### src/sv/max_type_standardized_statistic_macros.svh
// Assertion macros for the max-type standardised statistic block.
// Included by modules that carry concurrent checks; no other dependencies.
`ifndef MAX_TYPE_STANDARDIZED_STATISTIC_MACROS_SVH
`define MAX_TYPE_STANDARDIZED_STATISTIC_MACROS_SVH

// Property holds on every clock edge out of reset.
`define MTS_ASSERT(label, clk, rst_n, prop, msg) \
  label: assert property (@(posedge clk) disable iff (!rst_n) (prop)) else $error(msg);

// Implication checked on the next edge.
`define MTS_ASSERT_NEXT(label, clk, rst_n, ante, cons, msg) \
  label: assert property (@(posedge clk) disable iff (!rst_n) (ante) |=> (cons)) \
    else $error(msg);

`endif

### src/sv/mts_pkg.sv
// Shared types and constants for the max-type standardised statistic block.
// No dependencies.
package mts_pkg;

  localparam int FracBits = 16;
  localparam int RootInW  = 32 + FracBits;     // variance << F
  localparam int RootW    = RootInW / 2;       // root width
  localparam int RootIter = RootW;
  localparam int DivNumW  = 33 + FracBits;     // |d| << F, |d| below 2^32
  localparam int DivIter  = DivNumW;

  localparam logic [1:0] ModeTwoSided = 2'd0;
  localparam logic [1:0] ModeLess     = 2'd1;
  localparam logic [1:0] ModeGreater  = 2'd2;

  localparam logic CfgIdxMode = 1'b0;
  localparam logic CfgIdxTol  = 1'b1;

  // Classified element passed from front to back.
  typedef struct packed {
    logic [32:0]    mag;      // |d|
    logic           neg;      // d < 0
    logic [31:0]    variance;
    logic           zero;     // variance within tolerance
    logic           last;
    logic [1:0]     mode;
  } elem_t;

  localparam int QueueDepth = 2;

endpackage

### src/sv/mts_if.sv
// Valid/ready stream interfaces for the max-type standardised statistic block.
// Depends on nothing; payload fields are kept at their natural widths.
interface mts_in_if;
  logic        valid;
  logic        ready;
  logic signed [31:0] linear_stat;
  logic signed [31:0] expectation;
  logic [31:0] variance;
  logic        last_element;
  modport source (output valid, linear_stat, expectation, variance, last_element,
                  input ready);
  modport sink (input valid, linear_stat, expectation, variance, last_element,
                output ready);
endinterface

interface mts_out_if;
  logic        valid;
  logic        ready;
  logic signed [31:0] statistic;
  logic        saturated;
  modport source (output valid, statistic, saturated, input ready);
  modport sink (input valid, statistic, saturated, output ready);
endinterface

interface mts_cfg_if;
  logic        valid;
  logic        ready;
  logic        index;
  logic [31:0] data;
  modport source (output valid, index, data, input ready);
  modport sink (input valid, index, data, output ready);
endinterface

### src/sv/mts_front.sv
// Front end: takes input beats, forms |d| and the tolerance test, queues them.
// Depends on mts_pkg and mts_if.
module mts_front (
  input  logic          clk_i,
  input  logic          rst_ni,
  mts_in_if.sink        in_if,
  input  logic [1:0]    mode_i,
  input  logic [31:0]   tol_i,
  output logic          q_valid_o,
  input  logic          q_pop_i,
  output mts_pkg::elem_t q_data_o
);
  import mts_pkg::*;

  elem_t       mem_q [QueueDepth];
  logic        wr_q, rd_q;
  logic [1:0]  cnt_q;
  logic signed [32:0] diff;
  elem_t       e;
  logic        push;

  assign diff = 33'(in_if.linear_stat) - 33'(in_if.expectation);
  always_comb begin
    e.neg      = diff[32];
    e.mag      = diff[32] ? 33'(-diff) : 33'(diff);
    e.variance = in_if.variance;
    e.zero     = in_if.variance <= tol_i;
    e.last     = in_if.last_element;
    e.mode     = mode_i;
  end

  assign in_if.ready = cnt_q != 2'(QueueDepth);
  assign push        = in_if.valid && in_if.ready;
  assign q_valid_o   = cnt_q != 2'd0;
  assign q_data_o    = mem_q[rd_q];

  always_ff @(posedge clk_i) begin
    if (push) mem_q[wr_q] <= e;
  end

  always_ff @(posedge clk_i or negedge rst_ni) begin
    if (!rst_ni) begin
      wr_q <= 1'b0; rd_q <= 1'b0; cnt_q <= 2'd0;
    end else begin
      if (push) wr_q <= ~wr_q;
      if (q_pop_i) rd_q <= ~rd_q;
      cnt_q <= cnt_q + 2'(push) - 2'(q_pop_i);
    end
  end
endmodule

### src/sv/mts_back.sv
// Back end: iterative square root and divide, clipping, running extreme.
// Depends on mts_pkg, mts_if and the assertion macros header.
`include "max_type_standardized_statistic_macros.svh"
module mts_back (
  input  logic           clk_i,
  input  logic           rst_ni,
  input  logic           q_valid_i,
  output logic           q_pop_o,
  input  mts_pkg::elem_t q_data_i,
  mts_out_if.source      out_if
);
  import mts_pkg::*;

  typedef enum logic [2:0] {StIdle, StRoot, StDiv, StUpd, StOut} state_e;
  state_e state_q;

  elem_t              el_q;
  logic [RootInW-1:0] rx_q;
  logic [RootW-1:0]   rres_q;
  logic [RootW+1:0]   rrem_q;
  logic [5:0]         cnt_q;
  logic [DivNumW-1:0] num_q;
  logic [RootW:0]     drem_q;
  logic signed [31:0] ext_q;
  logic               sat_q;

  // one restoring root step: two bits in
  logic [RootW+1:0] r_trial, r_rem;
  logic [RootW+1:0] r_sub;
  always_comb begin
    r_rem   = {rrem_q[RootW-1:0], rx_q[RootInW-1 -: 2]};
    r_sub   = {rres_q, 2'b01};
    r_trial = r_rem - r_sub;
  end

  // one restoring divide step
  logic [RootW+1:0] d_sh, d_try;
  always_comb begin
    d_sh  = {drem_q, num_q[DivNumW-1]};
    d_try = d_sh - {2'b00, rres_q};
  end

  // clip and extreme update
  logic [DivNumW-1:0] q_abs;
  logic signed [31:0] z;
  logic               clip;
  assign q_abs = num_q;
  always_comb begin
    z = '0; clip = 1'b0;
    if (!el_q.zero && rres_q != '0) begin
      if (el_q.mode == ModeTwoSided || !el_q.neg) begin
        if (q_abs > DivNumW'(32'h7fffffff)) begin z = 32'h7fffffff; clip = 1'b1; end
        else z = q_abs[31:0];
      end else begin
        if (q_abs > DivNumW'(33'h80000000)) begin z = 32'h80000000; clip = 1'b1; end
        else z = 32'(-q_abs[32:0]);
      end
    end
  end
  logic signed [31:0] ext_n;
  always_comb begin
    ext_n = ext_q;
    if (el_q.mode == ModeLess) begin
      if (z < ext_q) ext_n = z;
    end else if (z > ext_q) ext_n = z;
  end

  assign q_pop_o = state_q == StIdle && q_valid_i;
  assign out_if.valid = state_q == StOut;

  always_ff @(posedge clk_i or negedge rst_ni) begin
    if (!rst_ni) begin
      state_q <= StIdle; ext_q <= '0; sat_q <= 1'b0; cnt_q <= '0;
    end else begin
      case (state_q)
        StIdle: if (q_valid_i) begin
          el_q   <= q_data_i;
          rx_q   <= {q_data_i.variance, FracBits'(0)};
          rres_q <= '0; rrem_q <= '0; cnt_q <= '0;
          state_q <= q_data_i.zero ? StUpd : StRoot;
        end
        StRoot: begin
          rx_q <= rx_q << 2;
          if (!r_trial[RootW+1]) begin
            rrem_q <= r_trial; rres_q <= {rres_q[RootW-2:0], 1'b1};
          end else begin
            rrem_q <= r_rem;   rres_q <= {rres_q[RootW-2:0], 1'b0};
          end
          if (cnt_q == 6'(RootIter - 1)) begin
            cnt_q <= '0; drem_q <= '0;
            num_q <= {el_q.mag, FracBits'(0)};
            state_q <= StDiv;
          end else cnt_q <= cnt_q + 6'd1;
        end
        StDiv: begin
          if (rres_q == '0) state_q <= StUpd;
          else begin
            if (!d_try[RootW+1]) begin
              drem_q <= d_try[RootW:0]; num_q <= {num_q[DivNumW-2:0], 1'b1};
            end else begin
              drem_q <= d_sh[RootW:0];  num_q <= {num_q[DivNumW-2:0], 1'b0};
            end
            if (cnt_q == 6'(DivIter - 1)) state_q <= StUpd;
            else cnt_q <= cnt_q + 6'd1;
          end
        end
        StUpd: begin
          if (el_q.last) begin
            out_if.statistic <= ext_n; out_if.saturated <= sat_q | clip;
            ext_q <= '0; sat_q <= 1'b0; state_q <= StOut;
          end else begin
            ext_q <= ext_n; sat_q <= sat_q | clip; state_q <= StIdle;
          end
        end
        StOut: if (out_if.ready) state_q <= StIdle;
        default: state_q <= StIdle;
      endcase
    end
  end

  `MTS_ASSERT(a_pop_idle, clk_i, rst_ni, !q_pop_o || state_q == StIdle, "pop outside idle")
  `MTS_ASSERT_NEXT(a_out_hold, clk_i, rst_ni, out_if.valid && !out_if.ready, out_if.valid, "result dropped")
  `MTS_ASSERT_NEXT(a_clear, clk_i, rst_ni, out_if.valid, ext_q == '0 || state_q != StOut, "extreme not cleared")
endmodule

### src/sv/max_type_standardized_statistic.sv
// Max-type standardised statistic over a stream of elements.
// Beats arrive on in_if: statistic, expectation, variance and last mark.
// The front end forms |d| and the tolerance test and queues two elements.
// The back end runs a restoring square root and a restoring divide, one bit
// per cycle, then updates the running extreme. An element holds the back
// end through the idle, root, divide and update states (idle and update
// only when within tolerance), plus the result state until taken when it
// closes a set. It takes no new element before then, so the back end sets
// the rate.
// A last-element beat yields one result beat on out_if, held until ready;
// while it is stalled the front queue keeps taking beats until it is full.
// The user must write cfg_if register 0 (mode) or 1 (tolerance) only while
// idle; the block does not enforce it. Reset clears the extreme, flag, queue
// and registers. Depends on mts_pkg, mts_if, mts_front and mts_back.
module max_type_standardized_statistic (
  input  logic   clk_i,
  input  logic   rst_ni,
  mts_cfg_if.sink cfg_if,
  mts_in_if.sink  in_if,
  mts_out_if.source out_if
);
  import mts_pkg::*;

  logic [1:0]  mode_q;
  logic [31:0] tol_q;
  logic        qv, pop;
  elem_t       qd;

  assign cfg_if.ready = 1'b1;
  always_ff @(posedge clk_i or negedge rst_ni) begin
    if (!rst_ni) begin
      mode_q <= ModeTwoSided; tol_q <= '0;
    end else if (cfg_if.valid) begin
      case (cfg_if.index)
        CfgIdxMode: mode_q <= cfg_if.data[1:0];
        CfgIdxTol:  tol_q  <= cfg_if.data;
        default: ;
      endcase
    end
  end

  mts_front u_front (.clk_i, .rst_ni, .in_if, .mode_i(mode_q), .tol_i(tol_q),
                     .q_valid_o(qv), .q_pop_i(pop), .q_data_o(qd));
  mts_back u_back (.clk_i, .rst_ni, .q_valid_i(qv), .q_pop_o(pop), .q_data_i(qd),
                   .out_if);
endmodule

### src/flat_wrapper.sv
// flat-port wrapper written by rule: the top's interface ports become plain ports
module max_type_standardized_statistic_flat import mts_pkg::*;
  (clk_i, rst_ni, cfg_if_valid, cfg_if_index, cfg_if_data, cfg_if_ready, in_if_valid, in_if_linear_stat, in_if_expectation, in_if_variance, in_if_last_element, in_if_ready, out_if_valid, out_if_statistic, out_if_saturated, out_if_ready);
  mts_cfg_if cfg_if_i ();
  mts_in_if in_if_i ();
  mts_out_if out_if_i ();
  input  logic clk_i;
  input  logic rst_ni;
  input wire logic [$bits(cfg_if_i.valid)-1:0] cfg_if_valid;
  input wire logic [$bits(cfg_if_i.index)-1:0] cfg_if_index;
  input wire logic [$bits(cfg_if_i.data)-1:0] cfg_if_data;
  output wire logic [$bits(cfg_if_i.ready)-1:0] cfg_if_ready;
  input wire logic [$bits(in_if_i.valid)-1:0] in_if_valid;
  input wire logic [$bits(in_if_i.linear_stat)-1:0] in_if_linear_stat;
  input wire logic [$bits(in_if_i.expectation)-1:0] in_if_expectation;
  input wire logic [$bits(in_if_i.variance)-1:0] in_if_variance;
  input wire logic [$bits(in_if_i.last_element)-1:0] in_if_last_element;
  output wire logic [$bits(in_if_i.ready)-1:0] in_if_ready;
  output wire logic [$bits(out_if_i.valid)-1:0] out_if_valid;
  output wire logic [$bits(out_if_i.statistic)-1:0] out_if_statistic;
  output wire logic [$bits(out_if_i.saturated)-1:0] out_if_saturated;
  input wire logic [$bits(out_if_i.ready)-1:0] out_if_ready;
  assign cfg_if_i.valid = cfg_if_valid;
  assign cfg_if_i.index = cfg_if_index;
  assign cfg_if_i.data = cfg_if_data;
  assign cfg_if_ready = cfg_if_i.ready;
  assign in_if_i.valid = in_if_valid;
  assign in_if_i.linear_stat = in_if_linear_stat;
  assign in_if_i.expectation = in_if_expectation;
  assign in_if_i.variance = in_if_variance;
  assign in_if_i.last_element = in_if_last_element;
  assign in_if_ready = in_if_i.ready;
  assign out_if_valid = out_if_i.valid;
  assign out_if_statistic = out_if_i.statistic;
  assign out_if_saturated = out_if_i.saturated;
  assign out_if_i.ready = out_if_ready;
  max_type_standardized_statistic u_core (.clk_i(clk_i), .rst_ni(rst_ni), .cfg_if(cfg_if_i), .in_if(in_if_i), .out_if(out_if_i));
endmodule
### config.mk
export PLATFORM = sky130hd
export DESIGN_NAME = max_type_standardized_statistic_flat
export DESIGN_NICKNAME = d
export VERILOG_FILES = /design/src/sv/mts_pkg.sv /design/src/sv/mts_if.sv /design/src/sv/mts_front.sv /design/src/sv/mts_back.sv /design/src/sv/max_type_standardized_statistic.sv /design/src/flat_wrapper.sv
export VERILOG_INCLUDE_DIRS = /design/src /design/src/sv
export SDC_FILE = /design/constraint.sdc
export NUM_CORES = 1
export LEC_CHECK = 0
export ABC_AREA = 1
export BUFFER_PORTS_ARGS = -buffer_cell sky130_fd_sc_hd__buf_2
export CAP_MARGIN = 20
export CELL_PAD_IN_SITES_DETAIL_PLACEMENT = 1
export CELL_PAD_IN_SITES_GLOBAL_PLACEMENT = 2
export CORE_ASPECT_RATIO = 0.8
export CORE_MARGIN = 4
export CORE_UTILIZATION = 41
export CTS_CLUSTER_DIAMETER = 40
export DETAILED_ROUTE_END_ITERATION = 12
export PLACE_DENSITY = 0.9
export SLEW_MARGIN = 20
export SYNTH_ARGS = -nofsm -noshare
export SYNTH_HDL_FRONTEND = slang
export SYNTH_SLANG_ARGS = --single-unit
### constraint.sdc
create_clock -name clk_i -period 19.8 [get_ports clk_i]
set_input_delay 3.96 -clock clk_i [delete_from_list [all_inputs] [get_ports clk_i]]
set_output_delay 3.96 -clock clk_i [all_outputs]
set_load 0.02 [all_outputs]
==> flow_metrics.tcl, run 1 <==
set metrics [dict create \
    cts-root-buf "clkbuf_16" \
    grt-ovfl-total 0 \
    syn_avg_cell_area_um2 8.28 \
    fin_crit_sh_pct 32.6 \
    grt_max_degree 90 \
    htree_levels 3 \
    clk_latency_ns 0.62 \
    r2r_cells 27 \
    port_buffers 169 \
    dp_hpwl_mm 56.0 \
    dieArea_mm2 0.0704 \
    cts.clk_slew.worst_paths_ns 0.06 \
    cp_max_fo 43 \
    cts_buffers 77 \
    die_h_um 238 \
    grt_util_all_layers_pct 22.3 \
    initial_core_util_pct 41.3 \
    via_per_inst 5.22 \
    p_leak_nw 14.3 \
    vias 22900 \
    hold_buffers 0 \
    post-route-cell-area_mm2 0.0317 \
    cap_viol_max_count 0 \
    grt_pass1_vias 24200 \
    p_total_mw 4.92 \
    synth_xor_area_share_pct 2.81 \
    drt_iter0_drc 1227 \
    hp-class "flop to flop" \
    worstHoldStart "u_core.u_back.ext_q[30]" \
    synthMuxAreaShare_pct 0.0369 \
    r2r-start "u_core.u_back.num_q[0]" \
    cp-start-kind "input pin" \
    synthDistinctLibCells 55 \
    r2r-end "u_core.u_back.out_if.statistic[30]" \
    syn_inst 3277 \
    reg2reg_slack_ns 14.03 \
    ys.flop_type "edfxtp_1" \
    cts_tree "done" \
    rows 84 \
    dr.pass1.iters 5 \
    ys_seq_area_share_pct 47.8 \
    async_flop_share_pct 18.0 \
    grt_pass1_wl_mm 128 \
    cts_sinks 445 \
    post_cts_buffers 0 \
    synth_compound_gate_area_share_pct 8.35 \
    antenna_found_initial 2 \
    slew_viol_final 0 \
    core_area_mm2 0.0657 \
    max_stage_delay_ns 0.62 \
    holdPathStages 2 \
    rsz0062_at_grt "no" \
    area_growth_pct 16.7 \
    pin_count 171 \
    synth_edf_count 365 \
    hold_violations 0 \
    worstPathRequired_ns 20.14 \
    nFillCells 7842 \
    slew_headroom_pct 29.9 \
    syn-cell-area_mm2 0.0271 \
    drc_errors 0 \
    clock_skew_ns 0.0250 \
    synth_top_family_by_area "simple AND/OR/NAND/NOR gates" \
    regArea_mm2 0.0130 \
    whs_ns 0.480 \
    synth-simple-area-share_pct 26.5 \
    synth_fa_ha_area_share_pct 7.11 \
    fmax_ghz 0.155 \
    gp_congestion 0.880 \
    die_w_um 296 \
    crit_path_end_kind "flop" \
    multi_input_area_mm2 0.0122 \
    ant_nets 0 \
    yosysWarningCount 0 \
    clockBufferDepth 3 \
    crit_slowest_cell "nand2_2" \
    synth_seq_cells 445 \
    layout.nets 3750 \
    crit_chain "buf_2 > inv_1 > ha_1 > inv_1 > fa_1 > nand3_1 > nand2_1 > nand3_1 > nand3_1 > nand2_1 > a21oi_2 > nor2_1 > nand2_1 > nand2_2 > o21ai_0 > xor2_1" \
    place_area_mm2 0.0289 \
    totalWireLength_mm 78.6 \
    status "finished clean" \
    setup_violations 0 \
    drive_above_1_share_pct 12.9 \
    worst_slew_pin_slew_ns 1.05 \
    setup_tns_ns 0 \
    ir_drop_mv 0.0892 \
    crit_type "input pin to flop" \
    arrival_ns 6.80 \
    hold-path-endpoint "u_core.u_back.ext_q[30]" \
    cts_resized 0 \
    syn-num-nets 3565 \
    cp_top_family "simple AND/OR/NAND/NOR gates" \
    path_buf_inv 3 \
    finalCriticalPeriod_ns 6.46 \
    power_density_mw_per_mm2 155 \
    wl_per_cell_um 17.9 \
]
-- power breakdown --
group	switching (mW)	internal [mW]	total (mW)
combinational	1.41	0.594	2.00
clock	0.522	0.863	1.38
sequential	0.125	1.41	1.54
total	2.05	2.87	4.92
-- cell usage after synthesis, drive strengths merged (9+ instances only) --
cell      n  area, µm²
nor2    309       1290
dfrtp    80       2000
ha      151       1890
xor2     54        473
o21ai   139        714
and2     25        156
nand3   252       1310
buf      35        189
inv     430       1610
xnor2    33        289
clkbuf   50        188
a31oi    38        238
nor3     49        280
nand2   962       3690
o21bai    9       67.6
nand4    39        284
edfxtp  365      11000
nor4      9       62.6
a21oi   191        993
-- layout make-up --
| cell class | count | share of cell area [%] |
|---|---|---|
| Antenna cell | 2 | 0.0158 |
| Clock buffer | 89 | 6.29 |
| Clock inverter | 55 | 2.27 |
| Inverter | 433 | 5.13 |
| Multi-Input combinational cell | 2314 | 38.6 |
| Sequential cell | 445 | 40.9 |
| Tap cell | 860 | 3.40 |
| Timing Repair Buffer | 191 | 3.31 |
-- metal layers --
| metal | vias to the layer above | global-route usage [%] | part of all wire, % |
|---|---|---|---|
| met5 | - | 0 | 0 |
| met4 | 0 | 5.64 | 2.0 |
| met3 | 113 | 2.60 | 3.5 |
| met2 | 388 | 38.3 | 49 |
| met1 | 11200 | 30.2 | 46 |
| li1 | 11200 | - | - |
-- worst min-delay path, delay by kind of cell (launching register included) --
family	cells	cell delay, ns
DFF	1	0.34
and+or+nand+nor	2	0.10
-- placed cells by master, fill, tap and decap left out, drive strengths merged, types with 25 or more instances in the layout --
cell	synthesis	layout
nand2	962	962
inv	430	445
edfxtp	365	365
nor2	309	309
nand3	252	252
a21oi	191	191
buf	35	191
ha	151	151
o21ai	139	139
clkbuf	50	89
dfrtp	80	80
xor2	54	54
nor3	49	49
nand4	39	39
a31oi	38	38
xnor2	33	33
clkinv	3	26
and2	25	25
-- cell families after synthesis --
| group | Yosys count |
|---|---|
| compound gates | 409 |
| buf+inv | 518 |
| other cells | 1 |
| mux | 1 |
| flops | 445 |
| xor+xnor | 87 |
| fa+ha+maj | 153 |
| simple gates | 1663 |
-- registers in the layout (all words and copies together) (netlist names), 25 cells and up --
signal,count
u_core.u_back.num_q,49
u_core.u_back.drem_q,25
u_core.u_back.ext_q,32
u_core.u_front.mem_q,140
u_core.tol_q,32
u_core.u_back.el_q,38
u_core.u_back.out_if.statistic,32
u_core.u_back.rx_q,32
-- worst max-delay path by stage --
stage | startpoint | end | slack [ns] | depth (start not counted)
floorplan | rst_ni | u_core.u_back.drem_q[0] | 10.14 | 2
global placement | in_if_linear_stat[0] | u_core.u_front.mem_q[0][40] | 12.84 | 16
detailed placement | in_if_linear_stat[0] | u_core.u_front.mem_q[0][40] | 12.78 | 16
CTS | in_if_linear_stat[0] | u_core.u_front.mem_q[0][49] | 13.34 | 16
global route | in_if_linear_stat[0] | u_core.u_front.mem_q[0][49] | 13.05 | 16
finish | in_if_linear_stat[0] | u_core.u_front.mem_q[0][49] | 13.34 | 16
-- stage by stage --
step	util [%]	std cells	setup WS, ns
2_1_floorplan	-	3277	10.14
3_3_place_gp	44.0	4241	12.84
3_5_place_dp	44.0	4241	12.78
4_1_cts	48.1	4385	13.34
5_1_grt	48.2	4389	13.05
6_report	48.2	4389	13.34
(Power assumes the default switching activity.)
==> inputs of run 2 (changes only) <==
- CORE_UTILIZATION: 41 -> 38
- PLACE_DENSITY: 0.9 -> 0.84
- clock period: 19.8 -> 6.7 ns (I/O delays scaled with it)
==> flow_metrics.tcl, run 2 (synthesis gave the netlist of run 1 again) <==
set metrics [dict create \
    status "finished clean" \
    gp_congestion 0.900 \
    pin_count 171 \
    clk_latency_ns 0.62 \
    setup_ws_ns 1.34 \
    r2r_cells 24 \
    arrival_ns 5.71 \
    ant_nets 0 \
    cap_viol_max_count 0 \
    wl_per_cell_um 17.5 \
    max_stage_delay_ns 0.54 \
    crit_slowest_cell "nand2_2" \
    fin_crit_sh_pct 79.9 \
    holdPathStages 0 \
    r2r-start "u_core.u_back.rres_q[20]" \
    hp-class "flop to flop" \
    grt_util_all_layers_pct 20.6 \
    dieArea_mm2 0.0758 \
    reg2reg_slack_ns 1.34 \
    cts_resized 0 \
    cp-start-kind "flop" \
    htree_levels 3 \
    grt_pass1_wl_mm 127 \
    core_area_mm2 0.0706 \
    clock_skew_ns 0.0233 \
    rsz0062_at_grt "no" \
    power_density_mw_per_mm2 453 \
    p_leak_nw 14.3 \
    cts_buffers 76 \
    die_w_um 307 \
    post-route-cell-area_mm2 0.0316 \
    largest_reg_flops 140 \
    clockBufferDepth 3 \
    area_growth_pct 16.4 \
    cts-root-buf "clkbuf_16" \
    cts.clk_slew.worst_paths_ns 0.06 \
    crit_top_cell "nand2_1" \
    drc_errors 0 \
    setup_tns_ns 0 \
    cts_sinks 445 \
    drt_iter0_drc 1174 \
    drive_above_1_share_pct 13.0 \
    grt_max_degree 90 \
    dr.pass1.iters 5 \
    grt_pass1_vias 23500 \
    via_per_inst 5.10 \
    hold_buffers 0 \
    port_buffers 169 \
    crit_path_end_kind "flop" \
    final_cell_mix "930 x nand2_1, 414 x inv_1, 365 x edfxtp_1, 269 x nor2_1, 243 x nand3_1" \
    vias 22800 \
    grt-ovfl-total 0 \
    worstPathRequired_ns 7.05 \
    rows 87 \
    layout.nets 3749 \
    cts_tree "done" \
    layout_commonest_cell "nand2_1" \
    post_cts_buffers 0 \
    place_area_mm2 0.0290 \
    worst_slew_pin_slew_ns 1.04 \
    fmax_ghz 0.187 \
    totalWireLength_mm 78.2 \
    setup_violations 0 \
    cp_top_family "simple AND/OR/NAND/NOR gates" \
    die_h_um 247 \
    hold_violations 0 \
    whs_ns 0.477 \
    crit_type "flop to flop" \
    slew_viol_final 0 \
    ir_drop_mv 0.221 \
    initial_core_util_pct 38.4 \
    r2r-end "u_core.u_back.out_if.statistic[30]" \
    place_ws_ns 1.34 \
    biggestRegsByFlops "u_core.u_front.mem_q x140, u_core.u_back.num_q x49, u_core.u_back.el_q x38" \
    crit_chain "inv_1 > nand4_1 > nor2_1 > nand4_1 > nand2_1 > inv_1 > nand2_2 > inv_2 > nand3_1 > inv_1 > ha_1 > nand2_1 > nor2_1 > nand2_1 > nor4_1 > nand2_1 > nand2_1 > nand2_1 > nand2_2 > buf_4 > nand3_2 > nand2_2 > nand2_1 > and2_1" \
    dp_hpwl_mm 57.7 \
    cp_max_fo 38 \
    finalCriticalPeriod_ns 5.36 \
    slew_headroom_pct 30.8 \
    path_buf_inv 5 \
    utilization_pct 44.7 \
    regMostFlops "u_core.u_front.mem_q" \
    worstHoldStart "u_core.mode_q[1]" \
    antenna_found_initial 4 \
    hold-path-endpoint "u_core.u_front.mem_q[1][1]" \
]
==> run 2: cell count changes in the layout (fill, tap and decap cells not counted), moves of 2 or more <==
| cell | before | now |
|---|---|---|
| clkinvlp_4 | 8 | 14 |
| buf_4 | 20 | 22 |
| clkbuf_1 | 10 | 4 |
| inv_6 | 9 | 15 |
| bufinv_16 | 9 | 4 |
| diode_2 | 2 | 4 |
==> run 2: metal layers <==
layer	up-vias	global-route usage [%]	share of wire [%]
li1	11200	-	-
met3	98	3.01	3.5
met2	345	34.0	47
met4	0	5.29	1.9
met5	-	0	0
met1	11100	28.7	48
==> run 2: final cells by class <==
| cell class | count | area (µm²) |
|---|---|---|
| clock inverters | 59 | 614 |
| fillers | 8486 | 39100 |
| inverters | 433 | 1630 |
| diodes | 4 | 10.0 |
| repair buffers | 191 | 1030 |
| flip-flops and latches | 445 | 13000 |
| well taps | 934 | 1170 |
| multi-input cells | 2314 | 12200 |
| clock buffers | 82 | 1940 |
==> run 2: power by group <==
group          switching, mW  leakage, nW  internal (mW)
combinational           4.17         8.65           1.75
sequential             0.366         4.39           4.17
clock                   1.54         1.21           2.33
==> run 2: worst max-delay path by stage <==
stage | start | to | slack, ns | cells after the start
3_5_place_dp | u_core.u_back.num_q[0] | u_core.u_back.out_if.statistic[30] | 1.34 | 25
5_1_grt | u_core.u_back.num_q[0] | u_core.u_back.out_if.statistic[30] | 0.79 | 24
4_1_cts | u_core.u_back.num_q[0] | u_core.u_back.out_if.statistic[30] | 1.32 | 25
3_3_place_gp | u_core.u_back.rres_q[22] | u_core.u_back.out_if.statistic[30] | 1.46 | 24
2_1_floorplan | rst_ni | u_core.u_back.rrem_q[0] | 1.42 | 2
6_report | u_core.u_back.rres_q[20] | u_core.u_back.out_if.statistic[30] | 1.34 | 24
==> run 2: per-stage QoR <==
stage / power, mW / cells
after global routing: 15.4 / 4462
after floorplan: 8.75 / 3277
final: 14.3 / 4462
after detailed placement: 10.5 / 4316
after global placement: 10.3 / 4316
after CTS: 14.5 / 4457
==> inputs of run 3 (changes only) <==
- clock period: 6.7 -> 5 ns (I/O delays scaled with it)
==> flow_metrics.tcl, run 3 (synthesis gave the netlist of run 1 again) <==
set metrics [dict create \
    drc_errors 0 \
    grt_max_degree 88 \
    via_per_inst 5.09 \
    slew_headroom_pct 32.2 \
    rows 87 \
    layout.nets 3753 \
    cts-root-buf "clkbuf_16" \
    ir_drop_mv 0.412 \
    hold_buffers 0 \
    cp_max_fo 11 \
    worstPathRequired_ns 5.36 \
    wl_per_cell_um 17.6 \
    vias 22700 \
    initial_core_util_pct 38.4 \
    antenna_found_initial 3 \
    startpoint "u_core.u_back.num_q[5]" \
    drt_iter0_drc 1134 \
    layout_commonest_cell "nand2_1" \
    hp-class "input pin to asynchronous set/reset pin" \
    dr.pass1.iters 5 \
    numPlacedInstances 4319 \
    fin_crit_sh_pct 92.1 \
    core_area_mm2 0.0706 \
    crit_type "flop to flop" \
    cts_buffers 74 \
    clockBufferDepth 3 \
    cts_tree "done" \
    regMostFlops "u_core.u_front.mem_q" \
    totalWireLength_mm 78.5 \
    setup_tns_ns 0 \
    grt_pass1_wl_mm 128 \
    crit_path_end_kind "flop" \
    place_area_mm2 0.0291 \
    grt-ovfl-total 0 \
    status "finished clean" \
    gp_congestion 0.908 \
    hold_violations 0 \
    grt_pass1_vias 24200 \
    rsz0062_at_grt "no" \
    final_cell_mix "930 x nand2_1, 413 x inv_1, 365 x edfxtp_1, 269 x nor2_1, 243 x nand3_1" \
    fmax_ghz 0.217 \
    p_leak_nw 14.4 \
    ant_nets 0 \
    nFillCells 8398 \
    cp-start-kind "flop" \
    htree_levels 3 \
    finalCriticalPeriod_ns 4.60 \
    clock_skew_ns 0.0455 \
    port_buffers 169 \
    largest_reg_flops 140 \
    dieArea_mm2 0.0758 \
    biggestRegsByFlops "u_core.u_front.mem_q x140, u_core.u_back.num_q x49, u_core.u_back.el_q x38" \
    r2r_cells 25 \
    cap_viol_max_count 0 \
    clk_latency_ns 0.64 \
    die_h_um 247 \
    worst_slew_pin_slew_ns 1.02 \
    slew_viol_final 0 \
    final_cells 4462 \
    pin_count 171 \
    post-route-cell-area_mm2 0.0319 \
    cts_sinks 445 \
    power_density_mw_per_mm2 615 \
    drive_above_1_share_pct 13.1 \
    area_growth_pct 17.4 \
    die_w_um 307 \
    arrival_ns 4.96 \
    cts.clk_slew.worst_paths_ns 0.05 \
    setup_violations 0 \
    dp_hpwl_mm 58.2 \
    r2r-start "u_core.u_back.num_q[5]" \
    p_total_mw 19.6 \
    r2r-end "u_core.u_back.out_if.statistic[30]" \
    whs_ns 0.366 \
    grt_util_all_layers_pct 20.8 \
    reg2reg_slack_ns 0.40 \
]
## run 3: cell count changes in the layout (fill, tap and decap cells not counted), moves of 4 or more
cell	previous run	this run
bufinv_16	4	11
clkinv_16	1	6
clkinv_1	4	8
clkinv_4	9	5
inv_6	15	11
clkbuf_1	4	0
clkinvlp_4	14	9
## run 3: how the worst max path moves through the flow
stage / to / cells past startpoint
final: u_core.u_back.out_if.statistic[30] / 25
after global routing: u_core.u_back.out_if.statistic[30] / 25
after CTS: u_core.u_back.out_if.statistic[30] / 24
after detailed placement: u_core.u_back.out_if.statistic[30] / 24
after global placement: u_core.u_back.out_if.statistic[30] / 24
after floorplan: u_core.u_back.rrem_q[0] / 2
## run 3: through the flow
stage,worst slack [ns],utilization [%]
4_1_cts,0.136,45.0
3_3_place_gp,0.369,41.1
6_report,0.396,45.1
2_1_floorplan,0.0616,-
3_5_place_dp,0.174,41.1
5_1_grt,0.0261,45.1
## run 3: layer usage
metal	track usage (%)	wire [µm]	up-vias	part of all wire, %
li1	-	-	11200	-
met5	0	0	-	0
met3	2.80	2540	100	3.2
met1	28.8	37700	11000	48
met4	4.44	1400	0	1.8
met2	34.9	36800	335	47
## run 3: repair_timing
action                                  4_1_cts  5_1_grt
gates resized for setup                       0        8
endpoints found under the setup margin        0       64
buffers inserted                              0        3
## run 3: area by class of cell
| cell class | count | area, µm² | share of cell area, % |
|---|---|---|---|
| clock inverter | 61 | 845 | 2.65 |
| inverter | 433 | 1630 | 5.11 |
| timing repair buffer | 197 | 1110 | 3.48 |
| clock buffer | 76 | 1880 | 5.90 |
| multi-input combinational | 2314 | 12300 | 38.5 |
| sequential | 445 | 13000 | 40.7 |
| tap | 934 | 1170 | 3.67 |
| antenna | 2 | 5.00 | 0.0157 |
## run 3: critical path, cell delays in order, from the launching register on
cell      delay (ns)
edfxtp_1        0.46
inv_2           0.19
nand4_1         0.22
nor2_4          0.21
nand2_1         0.15
nor2_2          0.17
inv_1           0.12
nor3_2          0.13
xor2_1          0.24
nand2_1         0.08
nand3_1         0.14
inv_1           0.07
ha_1            0.37
nand2_1         0.10
nor2_1          0.17
nand2_1         0.14
nor4_1          0.19
nand2_1         0.11
nand2_1         0.11
nand2_1         0.10
nand2_4         0.15
buf_4           0.22
nand3_4         0.15
nand2_4         0.15
nand2_1         0.07
and2_1          0.14
## run 3: power by group
group	internal [mW]	switching (mW)	total, mW	leakage [nW]
clock network	3.41	2.06	5.47	1.30
logic	2.44	5.61	8.06	8.69
registers	5.58	0.491	6.07	4.39
